==> src/rtl/core/ring_buffer_bulk_put_get_assert.svh <==
// Assertion macros used by the ring buffer RTL.
// Depends on i_clk and i_rst_n being visible in the module that uses them.
`ifndef RING_BUFFER_BULK_PUT_GET_ASSERT_SVH
`define RING_BUFFER_BULK_PUT_GET_ASSERT_SVH

`ifndef NO_ASSERTIONS
// Check a condition at every clock edge out of reset.
`define RBPG_ASSERT(lbl, prop, msg) \
    lbl: assert property (@(posedge i_clk) disable iff (!i_rst_n) (prop)) else $error(msg);
// Check that a condition holds in the cycle after a trigger.
`define RBPG_ASSERT_NEXT(lbl, pre, post, msg) \
    lbl: assert property (@(posedge i_clk) disable iff (!i_rst_n) (pre) |=> (post)) \
    else $error(msg);
`else
`define RBPG_ASSERT(lbl, prop, msg)
`define RBPG_ASSERT_NEXT(lbl, pre, post, msg)
`endif

`endif

==> src/rtl/core/rbpg_pkg.sv <==
// Package for the ring buffer with bulk put and get.
// Holds field widths, codes and the controller/datapath command and status types.
package rbpg_pkg;

    localparam int DEPTH_DEF     = 64;
    localparam int WORD_BITS_DEF = 32;
    localparam int CNT_W         = 7;
    localparam int IO_WORD_W     = 32;
    localparam int MAX_RES       = 64;

    localparam logic [CNT_W-1:0] SEEN_MAX = 7'd127;

    localparam logic KIND_PUT = 1'b0;
    localparam logic KIND_GET = 1'b1;

    // Commands from the controller to the datapath
    typedef struct packed {
        logic put_acc;   // a put word is taken this cycle
        logic get_acc;   // a get request is taken this cycle
        logic rd_issue;  // read one ring word into the output register
    } t_cmd;

    // Status from the datapath to the controller
    typedef struct packed {
        logic slot_free;   // output register empty or being drained
        logic grant_zero;  // the get on the input would grant nothing
        logic left_one;    // the read now issued is the last of the get
    } t_sts;

endpackage

==> src/rtl/core/rbpg_if.sv <==
// Valid/ready channel interfaces for the ring buffer.
// Depends on rbpg_pkg for the field widths.
interface rbpg_in_if
    import rbpg_pkg::*;
();
    logic                 valid;
    logic                 ready;
    logic                 kind;
    logic [CNT_W-1:0]     count;
    logic                 refuse_short;
    logic [IO_WORD_W-1:0] put_word;
    logic                 final_word;

    modport source (output valid, kind, count, refuse_short, put_word, final_word, input ready);
    modport sink   (input valid, kind, count, refuse_short, put_word, final_word, output ready);
endinterface

interface rbpg_out_if
    import rbpg_pkg::*;
();
    logic                 valid;
    logic                 ready;
    logic                 from_get;
    logic [CNT_W-1:0]     done_count;
    logic [IO_WORD_W-1:0] got_word;
    logic                 run_end;

    modport source (output valid, from_get, done_count, got_word, run_end, input ready);
    modport sink   (input valid, from_get, done_count, got_word, run_end, output ready);
endinterface

==> src/rtl/core/rbpg_ctrl.sv <==
// Controller of the ring buffer: accepts beats and sequences get read-out.
// Depends on rbpg_pkg for t_cmd and t_sts.
module rbpg_ctrl
    import rbpg_pkg::*;
(
    input  logic i_clk,
    input  logic i_rst_n,
    input  logic i_in_valid,
    input  logic i_kind,
    output logic o_in_ready,
    input  t_sts i_sts,
    output t_cmd o_cmd
);

    localparam logic ST_IDLE   = 1'b0;
    localparam logic ST_STREAM = 1'b1;

    logic r_state;
    logic n_state;
    logic w_accept;

    always_comb begin
        n_state      = r_state;
        o_in_ready   = 1'b0;
        o_cmd        = '0;
        w_accept     = 1'b0;
        unique case (r_state)
            ST_IDLE: begin
                o_in_ready    = i_sts.slot_free;
                w_accept      = i_in_valid && i_sts.slot_free;
                o_cmd.put_acc = w_accept && (i_kind == KIND_PUT);
                o_cmd.get_acc = w_accept && (i_kind == KIND_GET);
                if (o_cmd.get_acc && !i_sts.grant_zero) begin
                    n_state = ST_STREAM;
                end
            end
            ST_STREAM: begin
                // one word per free output slot; drop back after the last
                o_cmd.rd_issue = i_sts.slot_free;
                if (i_sts.slot_free && i_sts.left_one) begin
                    n_state = ST_IDLE;
                end
            end
            default: begin
                n_state = ST_IDLE;
            end
        endcase
    end

    always_ff @(posedge i_clk) begin
        if (!i_rst_n) begin
            r_state <= ST_IDLE;
        end else begin
            r_state <= n_state;
        end
    end

endmodule

==> src/rtl/core/rbpg_dp.sv <==
// Datapath of the ring buffer: ring memory, pointers, put run state,
// get read-out counters and the output register. Depends on rbpg_pkg.
`include "ring_buffer_bulk_put_get_assert.svh"

module rbpg_dp
    import rbpg_pkg::*;
#(
    parameter int DEPTH     = DEPTH_DEF,
    parameter int WORD_BITS = WORD_BITS_DEF
) (
    input  logic                 i_clk,
    input  logic                 i_rst_n,
    input  t_cmd                 i_cmd,
    output t_sts                 o_sts,
    input  logic [CNT_W-1:0]     i_count,
    input  logic                 i_refuse_short,
    input  logic [IO_WORD_W-1:0] i_put_word,
    input  logic                 i_final_word,
    input  logic                 i_out_ready,
    output logic                 o_out_valid,
    output logic                 o_from_get,
    output logic [CNT_W-1:0]     o_done_count,
    output logic [IO_WORD_W-1:0] o_got_word,
    output logic                 o_run_end
);

    localparam int PW   = (DEPTH > 1) ? $clog2(DEPTH) : 1;
    localparam int AW   = PW + 1;
    localparam int LW   = (AW > CNT_W) ? AW : CNT_W;
    localparam int KEEP = (WORD_BITS < IO_WORD_W) ? WORD_BITS : IO_WORD_W;

    logic [WORD_BITS-1:0] r_mem [DEPTH];
    logic [WORD_BITS-1:0] r_rd_data;

    logic [PW-1:0]    r_head, r_rcur, r_tail, r_idx;
    logic [PW-1:0]    n_head, n_rcur, n_tail, n_idx;
    logic             r_put_active, n_put_active;
    logic [CNT_W-1:0] r_put_allowed, n_put_allowed;
    logic [CNT_W-1:0] r_put_seen, n_put_seen;
    logic [CNT_W-1:0] r_left, n_left;
    logic [CNT_W-1:0] r_grant, n_grant;

    logic             r_out_valid, n_out_valid;
    logic             r_from_get, n_from_get;
    logic [CNT_W-1:0] r_done, n_done;
    logic             r_run_end, n_run_end;
    logic             r_word_en, n_word_en;

    logic [AW-1:0]    w_free, w_avail;
    logic [LW-1:0]    w_min;
    logic [CNT_W-1:0] w_allow, w_grant;
    logic [CNT_W-1:0] w_base_allowed, w_base_seen;
    logic             w_wr_en, w_load;
    logic [PW-1:0]    w_tail_inc, w_idx_inc;

    assign w_tail_inc = (r_tail == PW'(DEPTH - 1)) ? '0 : r_tail + 1'b1;
    assign w_idx_inc  = (r_idx  == PW'(DEPTH - 1)) ? '0 : r_idx + 1'b1;

    // Free space seen by the first word of a put run
    always_comb begin
        if (r_head > r_tail) begin
            w_free = AW'(r_head) - AW'(r_tail) - AW'(1);
        end else begin
            w_free = AW'(r_head) + AW'(DEPTH) - AW'(r_tail) - AW'(1);
        end
        if (i_count == '0) begin
            w_allow = '0;
        end else if (LW'(w_free) < LW'(i_count)) begin
            w_allow = i_refuse_short ? '0 : CNT_W'(w_free);
        end else begin
            w_allow = i_count;
        end
    end

    // Readable run after the release: up to tail or the ring end
    always_comb begin
        if (r_rcur == r_tail) begin
            w_avail = '0;
        end else if (r_rcur < r_tail) begin
            w_avail = AW'(r_tail) - AW'(r_rcur);
        end else begin
            w_avail = AW'(DEPTH) - AW'(r_rcur);
        end
        w_min = (LW'(i_count) < LW'(w_avail)) ? LW'(i_count) : LW'(w_avail);
        if (w_min > LW'(MAX_RES)) begin
            w_min = LW'(MAX_RES);
        end
        w_grant = CNT_W'(w_min);
    end

    assign w_base_allowed = r_put_active ? r_put_allowed : w_allow;
    assign w_base_seen    = r_put_active ? r_put_seen : '0;
    assign w_wr_en        = i_cmd.put_acc && (w_base_seen < w_base_allowed);

    assign o_sts.slot_free  = !r_out_valid || i_out_ready;
    assign o_sts.grant_zero = (w_grant == '0);
    assign o_sts.left_one   = (r_left == CNT_W'(1));

    always_comb begin
        n_head        = r_head;
        n_rcur        = r_rcur;
        n_tail        = r_tail;
        n_idx         = r_idx;
        n_put_active  = r_put_active;
        n_put_allowed = r_put_allowed;
        n_put_seen    = r_put_seen;
        n_left        = r_left;
        n_grant       = r_grant;
        n_out_valid   = r_out_valid && !i_out_ready;
        n_from_get    = r_from_get;
        n_done        = r_done;
        n_run_end     = r_run_end;
        n_word_en     = r_word_en;
        w_load        = 1'b0;

        if (i_cmd.put_acc) begin
            n_put_allowed = w_base_allowed;
            n_put_seen    = (w_base_seen < SEEN_MAX) ? w_base_seen + 1'b1 : w_base_seen;
            n_put_active  = !i_final_word;
            if (w_wr_en) begin
                n_tail = w_tail_inc;
            end
            if (i_final_word) begin
                w_load     = 1'b1;
                n_from_get = 1'b0;
                n_done     = w_base_allowed;
                n_run_end  = 1'b1;
                n_word_en  = 1'b0;
            end
        end

        if (i_cmd.get_acc) begin
            // release the region handed out by the previous get
            n_head  = r_rcur;
            n_idx   = r_rcur;
            n_left  = w_grant;
            n_grant = w_grant;
            if (w_grant == '0) begin
                w_load     = 1'b1;
                n_from_get = 1'b1;
                n_done     = '0;
                n_run_end  = 1'b1;
                n_word_en  = 1'b0;
            end
        end

        if (i_cmd.rd_issue) begin
            w_load     = 1'b1;
            n_from_get = 1'b1;
            n_done     = r_grant;
            n_run_end  = (r_left == CNT_W'(1));
            n_word_en  = 1'b1;
            n_idx      = w_idx_inc;
            n_left     = r_left - 1'b1;
            if (r_left == CNT_W'(1)) begin
                n_rcur = w_idx_inc;
            end
        end

        if (w_load) begin
            n_out_valid = 1'b1;
        end
    end

    always_ff @(posedge i_clk) begin
        if (!i_rst_n) begin
            r_head        <= '0;
            r_rcur        <= '0;
            r_tail        <= '0;
            r_idx         <= '0;
            r_put_active  <= 1'b0;
            r_put_allowed <= '0;
            r_put_seen    <= '0;
            r_left        <= '0;
            r_grant       <= '0;
            r_out_valid   <= 1'b0;
        end else begin
            r_head        <= n_head;
            r_rcur        <= n_rcur;
            r_tail        <= n_tail;
            r_idx         <= n_idx;
            r_put_active  <= n_put_active;
            r_put_allowed <= n_put_allowed;
            r_put_seen    <= n_put_seen;
            r_left        <= n_left;
            r_grant       <= n_grant;
            r_out_valid   <= n_out_valid;
        end
    end

    always_ff @(posedge i_clk) begin
        r_from_get <= n_from_get;
        r_done     <= n_done;
        r_run_end  <= n_run_end;
        r_word_en  <= n_word_en;
    end

    // Ring memory: one write port, one registered read port
    always_ff @(posedge i_clk) begin
        if (w_wr_en) begin
            r_mem[r_tail] <= WORD_BITS'(i_put_word[KEEP-1:0]);
        end
        if (i_cmd.rd_issue) begin
            r_rd_data <= r_mem[r_idx];
        end
    end

    assign o_out_valid  = r_out_valid;
    assign o_from_get   = r_from_get;
    assign o_done_count = r_done;
    assign o_run_end    = r_run_end;
    assign o_got_word   = r_word_en ? IO_WORD_W'(r_rd_data[KEEP-1:0]) : '0;

    `RBPG_ASSERT(a_no_overwrite, !w_load || !r_out_valid || i_out_ready, "result overwritten")
    `RBPG_ASSERT(a_rd_left, !i_cmd.rd_issue || (r_left != '0), "read past grant")
    `RBPG_ASSERT(a_left_bound, (r_left <= r_grant) && (r_grant <= CNT_W'(MAX_RES)), "bad grant")
    `RBPG_ASSERT_NEXT(a_keep_gap, w_wr_en, r_tail != r_head, "ring overfilled")

endmodule

==> src/rtl/core/ring_buffer_bulk_put_get.sv <==
// Ring buffer with bulk put and get - top level.
// Depends on rbpg_pkg, rbpg_if, rbpg_ctrl and rbpg_dp.
//
// A ring of DEPTH words with one slot kept free. A put call arrives as a run
// of put beats (kind = 0), one data word each; the first beat of a run sizes
// the call against the free space (refused whole when refuse_short is set,
// clipped otherwise), surplus words are dropped, and the beat with final_word
// set returns one completion carrying the accepted count. A get beat (kind = 1)
// first releases the region of the previous get, then returns up to count
// words (at most 64) from the contiguous region before the ring end or the
// tail, one result beat per word with run_end on the last; a get granting
// nothing returns a single empty result. A get is sized when taken, then its
// granted words are read one per free output slot, paced by the single read
// port of the ring memory, whose registered read data is the output register.
// A new input beat is taken only while the output register is empty or being
// drained in the same cycle, and never during a get read-out. No clearing pass
// is needed after reset: reads only reach written entries.
module ring_buffer_bulk_put_get
    import rbpg_pkg::*;
#(
    parameter int DEPTH     = DEPTH_DEF,
    parameter int WORD_BITS = WORD_BITS_DEF
) (
    input  logic       i_clk,
    input  logic       i_rst_n,
    rbpg_in_if.sink    i_in,
    rbpg_out_if.source o_out
);

    t_cmd w_cmd;
    t_sts w_sts;

    // Controller: owns the input handshake and paces the get read-out
    rbpg_ctrl u_ctrl (
        .i_clk      (i_clk),
        .i_rst_n    (i_rst_n),
        .i_in_valid (i_in.valid),
        .i_kind     (i_in.kind),
        .o_in_ready (i_in.ready),
        .i_sts      (w_sts),
        .o_cmd      (w_cmd)
    );

    // Datapath: ring memory, pointers and the output register
    rbpg_dp #(
        .DEPTH     (DEPTH),
        .WORD_BITS (WORD_BITS)
    ) u_dp (
        .i_clk          (i_clk),
        .i_rst_n        (i_rst_n),
        .i_cmd          (w_cmd),
        .o_sts          (w_sts),
        .i_count        (i_in.count),
        .i_refuse_short (i_in.refuse_short),
        .i_put_word     (i_in.put_word),
        .i_final_word   (i_in.final_word),
        .i_out_ready    (o_out.ready),
        .o_out_valid    (o_out.valid),
        .o_from_get     (o_out.from_get),
        .o_done_count   (o_out.done_count),
        .o_got_word     (o_out.got_word),
        .o_run_end      (o_out.run_end)
    );

endmodule

==> src/flat_wrapper.sv <==
// flat-port wrapper written by rule: the top's interface ports become plain ports
module ring_buffer_bulk_put_get_flat import rbpg_pkg::*;
#(
    parameter int DEPTH     = DEPTH_DEF,
    parameter int WORD_BITS = WORD_BITS_DEF
)
  (i_clk, i_rst_n, i_in_valid, i_in_kind, i_in_count, i_in_refuse_short, i_in_put_word, i_in_final_word, i_in_ready, o_out_valid, o_out_from_get, o_out_done_count, o_out_got_word, o_out_run_end, o_out_ready);
  rbpg_in_if i_in_i ();
  rbpg_out_if o_out_i ();
  input  logic i_clk;
  input  logic i_rst_n;
  input wire logic [$bits(i_in_i.valid)-1:0] i_in_valid;
  input wire logic [$bits(i_in_i.kind)-1:0] i_in_kind;
  input wire logic [$bits(i_in_i.count)-1:0] i_in_count;
  input wire logic [$bits(i_in_i.refuse_short)-1:0] i_in_refuse_short;
  input wire logic [$bits(i_in_i.put_word)-1:0] i_in_put_word;
  input wire logic [$bits(i_in_i.final_word)-1:0] i_in_final_word;
  output wire logic [$bits(i_in_i.ready)-1:0] i_in_ready;
  output wire logic [$bits(o_out_i.valid)-1:0] o_out_valid;
  output wire logic [$bits(o_out_i.from_get)-1:0] o_out_from_get;
  output wire logic [$bits(o_out_i.done_count)-1:0] o_out_done_count;
  output wire logic [$bits(o_out_i.got_word)-1:0] o_out_got_word;
  output wire logic [$bits(o_out_i.run_end)-1:0] o_out_run_end;
  input wire logic [$bits(o_out_i.ready)-1:0] o_out_ready;
  assign i_in_i.valid = i_in_valid;
  assign i_in_i.kind = i_in_kind;
  assign i_in_i.count = i_in_count;
  assign i_in_i.refuse_short = i_in_refuse_short;
  assign i_in_i.put_word = i_in_put_word;
  assign i_in_i.final_word = i_in_final_word;
  assign i_in_ready = i_in_i.ready;
  assign o_out_valid = o_out_i.valid;
  assign o_out_from_get = o_out_i.from_get;
  assign o_out_done_count = o_out_i.done_count;
  assign o_out_got_word = o_out_i.got_word;
  assign o_out_run_end = o_out_i.run_end;
  assign o_out_i.ready = o_out_ready;
  ring_buffer_bulk_put_get #(.DEPTH(DEPTH), .WORD_BITS(WORD_BITS)) u_core (.i_clk(i_clk), .i_rst_n(i_rst_n), .i_in(i_in_i), .o_out(o_out_i));
endmodule
==> config.mk <==
export PLATFORM = sky130hd
export DESIGN_NAME = ring_buffer_bulk_put_get_flat
export DESIGN_NICKNAME = d
export VERILOG_FILES = /design/src/rtl/core/rbpg_pkg.sv /design/src/rtl/core/rbpg_if.sv /design/src/rtl/core/rbpg_ctrl.sv /design/src/rtl/core/rbpg_dp.sv /design/src/rtl/core/ring_buffer_bulk_put_get.sv /design/src/flat_wrapper.sv
export VERILOG_INCLUDE_DIRS = /design/src /design/src/rtl/core
export SDC_FILE = /design/constraint.sdc
export NUM_CORES = 2
export LEC_CHECK = 0
export CAP_MARGIN = 15
export CELL_PAD_IN_SITES_DETAIL_PLACEMENT = 2
export CELL_PAD_IN_SITES_GLOBAL_PLACEMENT = 2
export CORE_AREA = 4 4 422 507
export DETAILED_ROUTE_END_ITERATION = 7
export DIE_AREA = 0 0 426 511
export DONT_BUFFER_PORTS = 1
export PLACE_DENSITY_LB_ADDON = 0.1
export SYNTH_ARGS = -nofsm -noshare
export SYNTH_HDL_FRONTEND = slang
export SYNTH_SLANG_ARGS = --single-unit
export TNS_END_PERCENT = 5
==> constraint.sdc <==
create_clock -name i_clk -period 6.75 [get_ports i_clk]
set_clock_uncertainty 0.1 [all_clocks]
set_input_delay 0.3375 -clock i_clk [delete_from_list [all_inputs] [get_ports i_clk]]
set_output_delay 0.3375 -clock i_clk [all_outputs]
set_load 0.03 [all_outputs]
# After elaboration in Yosys (flattened, before gate mapping)
# Memory sizes are Yosys's and may differ from the RTL's. A register that Yosys moved wholly into a read port is not among the register bits.
# Index checks and enable logic that the tools add are counted.
# word_totals
regBits,65
ramBits,2048
input_bits,46
elab_cells,107
memories,1
# classes
n_addsub,11
n_lt_le_gt_ge,7
n_eq_ne,4
muxes,50
bitwise_logic,2
reduce_logical,17
# memory_table
memory,depth,word_bits,rd,rd_clocked_by_memory_dff,write_ports,line,source
u_core.u_dp.r_mem,64,32,1,1,1,rbpg_dp.sv:32,logic [WORD_BITS-1:0] r_mem [DEPTH];
# ops
cell,count
2-to-1 mux 7 bit,18
2-to-1 mux 32 bit,1
2-to-1 mux 1 bit,25
2-to-1 mux 6 bit,4
less-than comparator 7 bit,3
"subtractor 7 x 1 -> 7 bit, second input constant",3
zero test 7 bit,2
subtractor 6 x 6 -> 7 bit,2
"adder 6 x 1 -> 6 bit, second input constant",2
"== test 6 bit, second input constant",2
"adder 6 x 7 -> 7 bit, second input constant",1
"adder 7 x 1 -> 7 bit, second input constant",1
"== test 7 x 1 -> 1 bit, second input constant",1
"> comparator 7 bit, second input constant",1
logical AND 1 bit,7
"less-than comparator 7 bit, second input constant",1
subtractor 7 x 6 -> 7 bit,1
"subtractor 7 x 6 -> 7 bit, first input constant",1
== test 6 bit,1
> comparator 6 bit,1
less-than comparator 6 bit,1
zero test 1 bit,4
AND reduction 2 bit,2
2-to-1 mux 2 bit,1
other kinds (4),5

# Logic depth before layout (Yosys ltp)
# logic_depth
word_depth,13
mapped_depth,25
depth_no_buf,22

# By module
# Synthesis repeated with hierarchy kept, for this count alone.
# unflattened
hier_cells,3633
area_unflattened_um2,83637.7
# by_module_without_submodules
module,instances,cells_each,area_per_inst_um2,seq_area_each_um2
rbpg_dp,1,3625,83562.6,63741.1
rbpg_ctrl,1,8,75.1,20.0

# Worst setup path after synthesis
# Ideal clock, no wire load.
# synth_path
path_type,reg2reg
from,register u_core.u_dp.r_tail[1]
to,memory u_core.u_dp.r_mem[24][0] in the netlist's numbering (enable)
setup_time_ns,0.421
arrival_ns,6.320
required_time_ns,6.229
setup_slack_ns,-0.091
stages_incl_launch_ff,25
cell_sequence,dfxtp_1 -> clkbuf_1 -> inv_1 -> ha_1 -> a21o_1 -> a21oi_1 -> o21bai_1 -> a21oi_1 -> xnor2_1 -> ha_1 -> nand3_1 -> o211a_1 -> nor2_1 -> mux2i_1 -> a22oi_1 -> ha_1 -> a21o_1 -> a21o_1 -> a21oi_1 -> nor4b_1 -> a41o_1 -> clkbuf_1 -> buf_2 -> nand3_1 -> nor2_1
# synth_between
elab_chain_cells,11
# synth_lines
element,line,source
from (decl),rbpg_dp.sv:35,"logic [PW-1:0] r_head, r_rcur, r_tail, r_idx;"
from (signal assigned),rbpg_dp.sv:180,r_tail <= n_tail;
subtractor 7 x 6 -> 7 bit / subtractor 6 x 6 -> 7 bit (equally long branches),"rbpg_dp.sv:64, rbpg_dp.sv:62",
subtractor 7 x 1 -> 7 bit (on tied branches),"rbpg_dp.sv:64, rbpg_dp.sv:62",
2-to-1 mux 7 bit,rbpg_dp.sv:61,if (r_head > r_tail) begin
less-than comparator 7 bit / 2-to-1 mux 7 bit (equally long branches),"rbpg_dp.sv:68, rbpg_dp.sv:69",
2-to-1 mux 7 bit,rbpg_dp.sv:68,end else if (LW'(w_free) < LW'(i_count)) begin
2-to-1 mux 7 bit,rbpg_dp.sv:66,if (i_count == '0) begin
2-to-1 mux 7 bit,rbpg_dp.sv:91,assign w_base_allowed = r_put_active ? r_put_allowed : w_allow;
less-than comparator 7 bit,rbpg_dp.sv:93,assign w_wr_en = i_cmd.put_acc && (w_base_seen < w_base_allowed);
logical AND 1 bit,rbpg_dp.sv:93,
2-to-1 mux 1 bit,rbpg_dp.sv:200,if (w_wr_en) begin
2-to-1 mux 1 bit (not written as such),rbpg_dp.sv:201,r_mem[r_tail] <= WORD_BITS'(i_put_word[KEEP-1:0]);
to (decl),rbpg_dp.sv:32,
# Several ways; a longest one is shown, not always the timed one.

# Worst setup path in the final report
# layout_path
from,register u_core.u_dp.r_tail[3]
to,memory u_core.u_dp.r_mem[55][3] in the netlist's numbering (enable)
# Same word-level chain as after synthesis.

==> flow_summary.ini <==
[sta]
setup_tns_ns = 0
grt_setup_unrepaired = no
slew_headroom_pct = 21.0
hold_violations = 0
timing.final.crit_share_pct = 95.1
tightest_slew_ns = 1.18
maxSlewViolCount = 0
fin_crit_ns = 6.42
hold_ws_ns = 0.101
setup_viol = 0
fmax_mhz = 156

[floorplanning]
die_area_um2 = 218000
floorplan.rows = 184
die_h_um = 511
core_um2 = 209000
die_w_um = 426
io_pins = 89
initial_core_util_pct = 39.8

[power]
ir_worst_vdd_v = 0.000260
p_switching_mw = 6.82
p_int_mw = 22.3
pwr-share-comb_pct = 7.8
switching_share_pct = 23.4
p_per_area_nw_per_um2 = 302
p_leak_nw = 28.9
clockPowerShare_pct = 41.1
seqPwrFrac_pct = 51.0
total_power_mw = 29.2

[flow_run]
drv.max_cap_violation_count = 0

[place]
gp_congestion = 0.819
io_buffers = 0
dp_hpwl_um = 161000
dp.cells = 6328
place_area_um2 = 88100

[clocking]
clock-root-buffer = clkbuf_16
clk_path_buf_depth = 3
cts_tree = built
cts_num_sinks = 2145
cts_buffers = 215
htree_levels = 4
worstSkewPairLatency_ns = 0.87
clkTransAtPathRegs_ns = 0.06

[final_layout]
final_cell_mix = edfxtp_1 (2080), mux4_2 (672), clkbuf_16 (220)
drive_gt1_share_pct = 31.2
synthToLayoutAreaGrowth_pct = 16.0
final_area_um2 = 96500
layout_commonest_cell = edfxtp_1
final_cells = 6821
nets = 3924

[detailed_routing]
viasPerCell = 5.76
drtIter0Drc = 4258
drc = 0
antenna_left = 0
drt_pass1_iterations = 7
wirelength_um = 254000
wl_per_cell_um = 37.2
vias = 39314

[yosys]
synthArstFlopShare_pct = 0
synth.avg_cell_area_um2 = 23.3
synth_flop_cell = edfxtp_1
synth_edf_count = 2080
yosysSeqAreaShare_pct = 76.6
synth-seq-cells = 2145
ys_top_cells_by_area = edfxtp_1 (75%), mux4_2 (18%), dfxtp_1 (1.6%), ha_1 (0.57%), clkbuf_1 (0.49%)
synth.distinct_cells = 63
syn_area_um2 = 83200
postSynthCellCount = 3572
yosysTopAreaCellShare_pct = 75.1
synth_nets = 3658
yosysWarnings = 0
yosys.area.top_type = edfxtp_1

[setup_path]
worstPathArrival_ns = 6.83
cp_top_family = compound AO/OA/AOI/OAI gates
path_cells = inv_1 -> ha_1 -> a21o_1 -> a21o_1 -> a21o_1 -> a21o_1 -> a21oi_1 -> ha_1 -> nor2_1 -> o211a_1 -> nor2_2 -> mux2i_1 -> a22oi_1 -> ha_1 -> a21o_1 -> a21o_1 -> a21oi_1 -> nor4b_1 -> a41o_2 -> nand4_1 -> buf_12 -> nor2_4 -> buf_4
cpPeakStageDelay_ns = 0.52
critPathLaunchType = register
cp.buffers_inverters = 3
critical_path_required_ns = 7.16
critPathKind = register to register
critPathSlowestCell = dfxtp_1
crit_path_end_kind = register
cp_max_fo = 19
crit_path_frequent_cell = a21o_1

[global_routing]
grt_util_all_layers_pct = 23.4
grt_pass1_vias = 42709
grt-ovfl-total = 0
antenna_found_initial = 28
grt_pass1_wl_um = 358000
grt_max_degree = 133

[status]
status = finished, final reports clean

[min_path]
min_path_type = primary input to register
==> synth_stat cells, drive strengths merged (4+ instances only) <==
cell type	count
nand4	9
ha	38
nor3	9
a22oi	9
or3	5
o21ai	32
o211ai	4
mux2	8
nand3b	4
xnor2	8
o22ai	4
and2	48
nand2	53
a21oi	45
xor2	5
buf	74
edfxtp	2080
a21o	15
a31oi	14
dfxtp	65
nand3	36
nor2	106
nor4	4
mux2i	14
inv	27
mux4	672
clkbuf	108
a211oi	13
nand2b	12
==> final cells by class <==
cell class / count / area (µm²)
diodes: 8 / 20.0
clock buffers: 263 / 5670
clock inverters: 139 / 1310
fillers: 18413 / 113000
inverters: 29 / 109
multi-input cells: 1216 / 19000
flip-flops and latches: 2145 / 63800
well taps: 2790 / 3490
repair buffers: 231 / 3100
==> path summary, 6_finish.rpt <==
path | slack (ns) | start | cells after the start | to
worst min register to register | 0.36 | u_core.u_dp.r_word_en | 1 | u_core.u_dp.r_word_en
worst max register to register | 0.33 | u_core.u_dp.r_tail[3] | 23 | u_core.u_dp.r_mem[55][3]
worst max-delay path | 0.33 | u_core.u_dp.r_tail[3] | 23 | u_core.u_dp.r_mem[55][3]
worst min-delay path | 0.10 | i_in_count[2] | 5 | u_core.u_ctrl.r_state
==> routing by layer <==
metal	up-vias	routed length, µm	track usage (%)
li1	15869	-	-
met1	21928	104000	31.8
met2	1259	131000	40.2
met3	258	12800	3.13
met4	0	5390	5.45
met5	-	0	0
==> cell families after synthesis <==
family | Yosys count | synth area share (%)
flip-flops | 2145 | 76.6
multiplexers | 694 | 18.5
AND/OR/NAND/NOR | 299 | 1.72
buffers and inverters | 211 | 1.07
AO/OA/AOI/OAI | 170 | 1.33
adder cells (fa/ha/maj) | 40 | 0.620
XOR/XNOR | 13 | 0.137
==> power by group through the flow <==
| stage | combinational (mW) | clock [mW] | sequential, mW |
|---|---|---|---|
| 3_3_place_gp | 1.93 | 0 | 15.2 |
| 5_1_grt | 2.41 | 12.8 | 14.9 |
| 6_report | 2.29 | 12.0 | 14.9 |
| 4_1_cts | 2.35 | 12.3 | 14.9 |
| 2_1_floorplan | 1.26 | 0 | 15.1 |
| 3_5_place_dp | 1.96 | 0 | 15.2 |
==> stage by stage <==
| step | worst slack [ns] | util [%] |
|---|---|---|
| final | 0.329 | 46.2 |
| after global routing | 0.0379 | 46.2 |
| after CTS | 0.128 | 46.2 |
| after detailed placement | 0.0685 | 42.2 |
| after global placement | 0.276 | 42.2 |
| after floorplan | -0.0911 | - |
==> sequential cells by signal, summed over array words and instances, names as in the netlist, 6 cells and up <==
signal	count
u_core.u_dp.r_mem	2048
u_core.u_dp.r_rd_data	32
u_core.u_dp.o_done_count	7
u_core.u_dp.r_grant	7
u_core.u_dp.r_left	7
u_core.u_dp.r_put_allowed	7
u_core.u_dp.r_put_seen	7
u_core.u_dp.r_head	6
u_core.u_dp.r_idx	6
u_core.u_dp.r_rcur	6
u_core.u_dp.r_tail	6
==> repair_timing <==
item                                    in CTS  in global routing
endpoints found under the setup margin       0               1991
hold buffers                                83                  0
buffers inserted                             0                  0
gates resized for setup                      0                  2
hold endpoints to repair                  2107                  0
==> worst min-delay path, stage by stage <==
cell and delay [ns]:
nor3_1 0.04, nand4_1 0.06, o21ai_1 0.18, a21o_1 0.22
a21oi_1 0.12
Power figures use the tool's default switching activity.
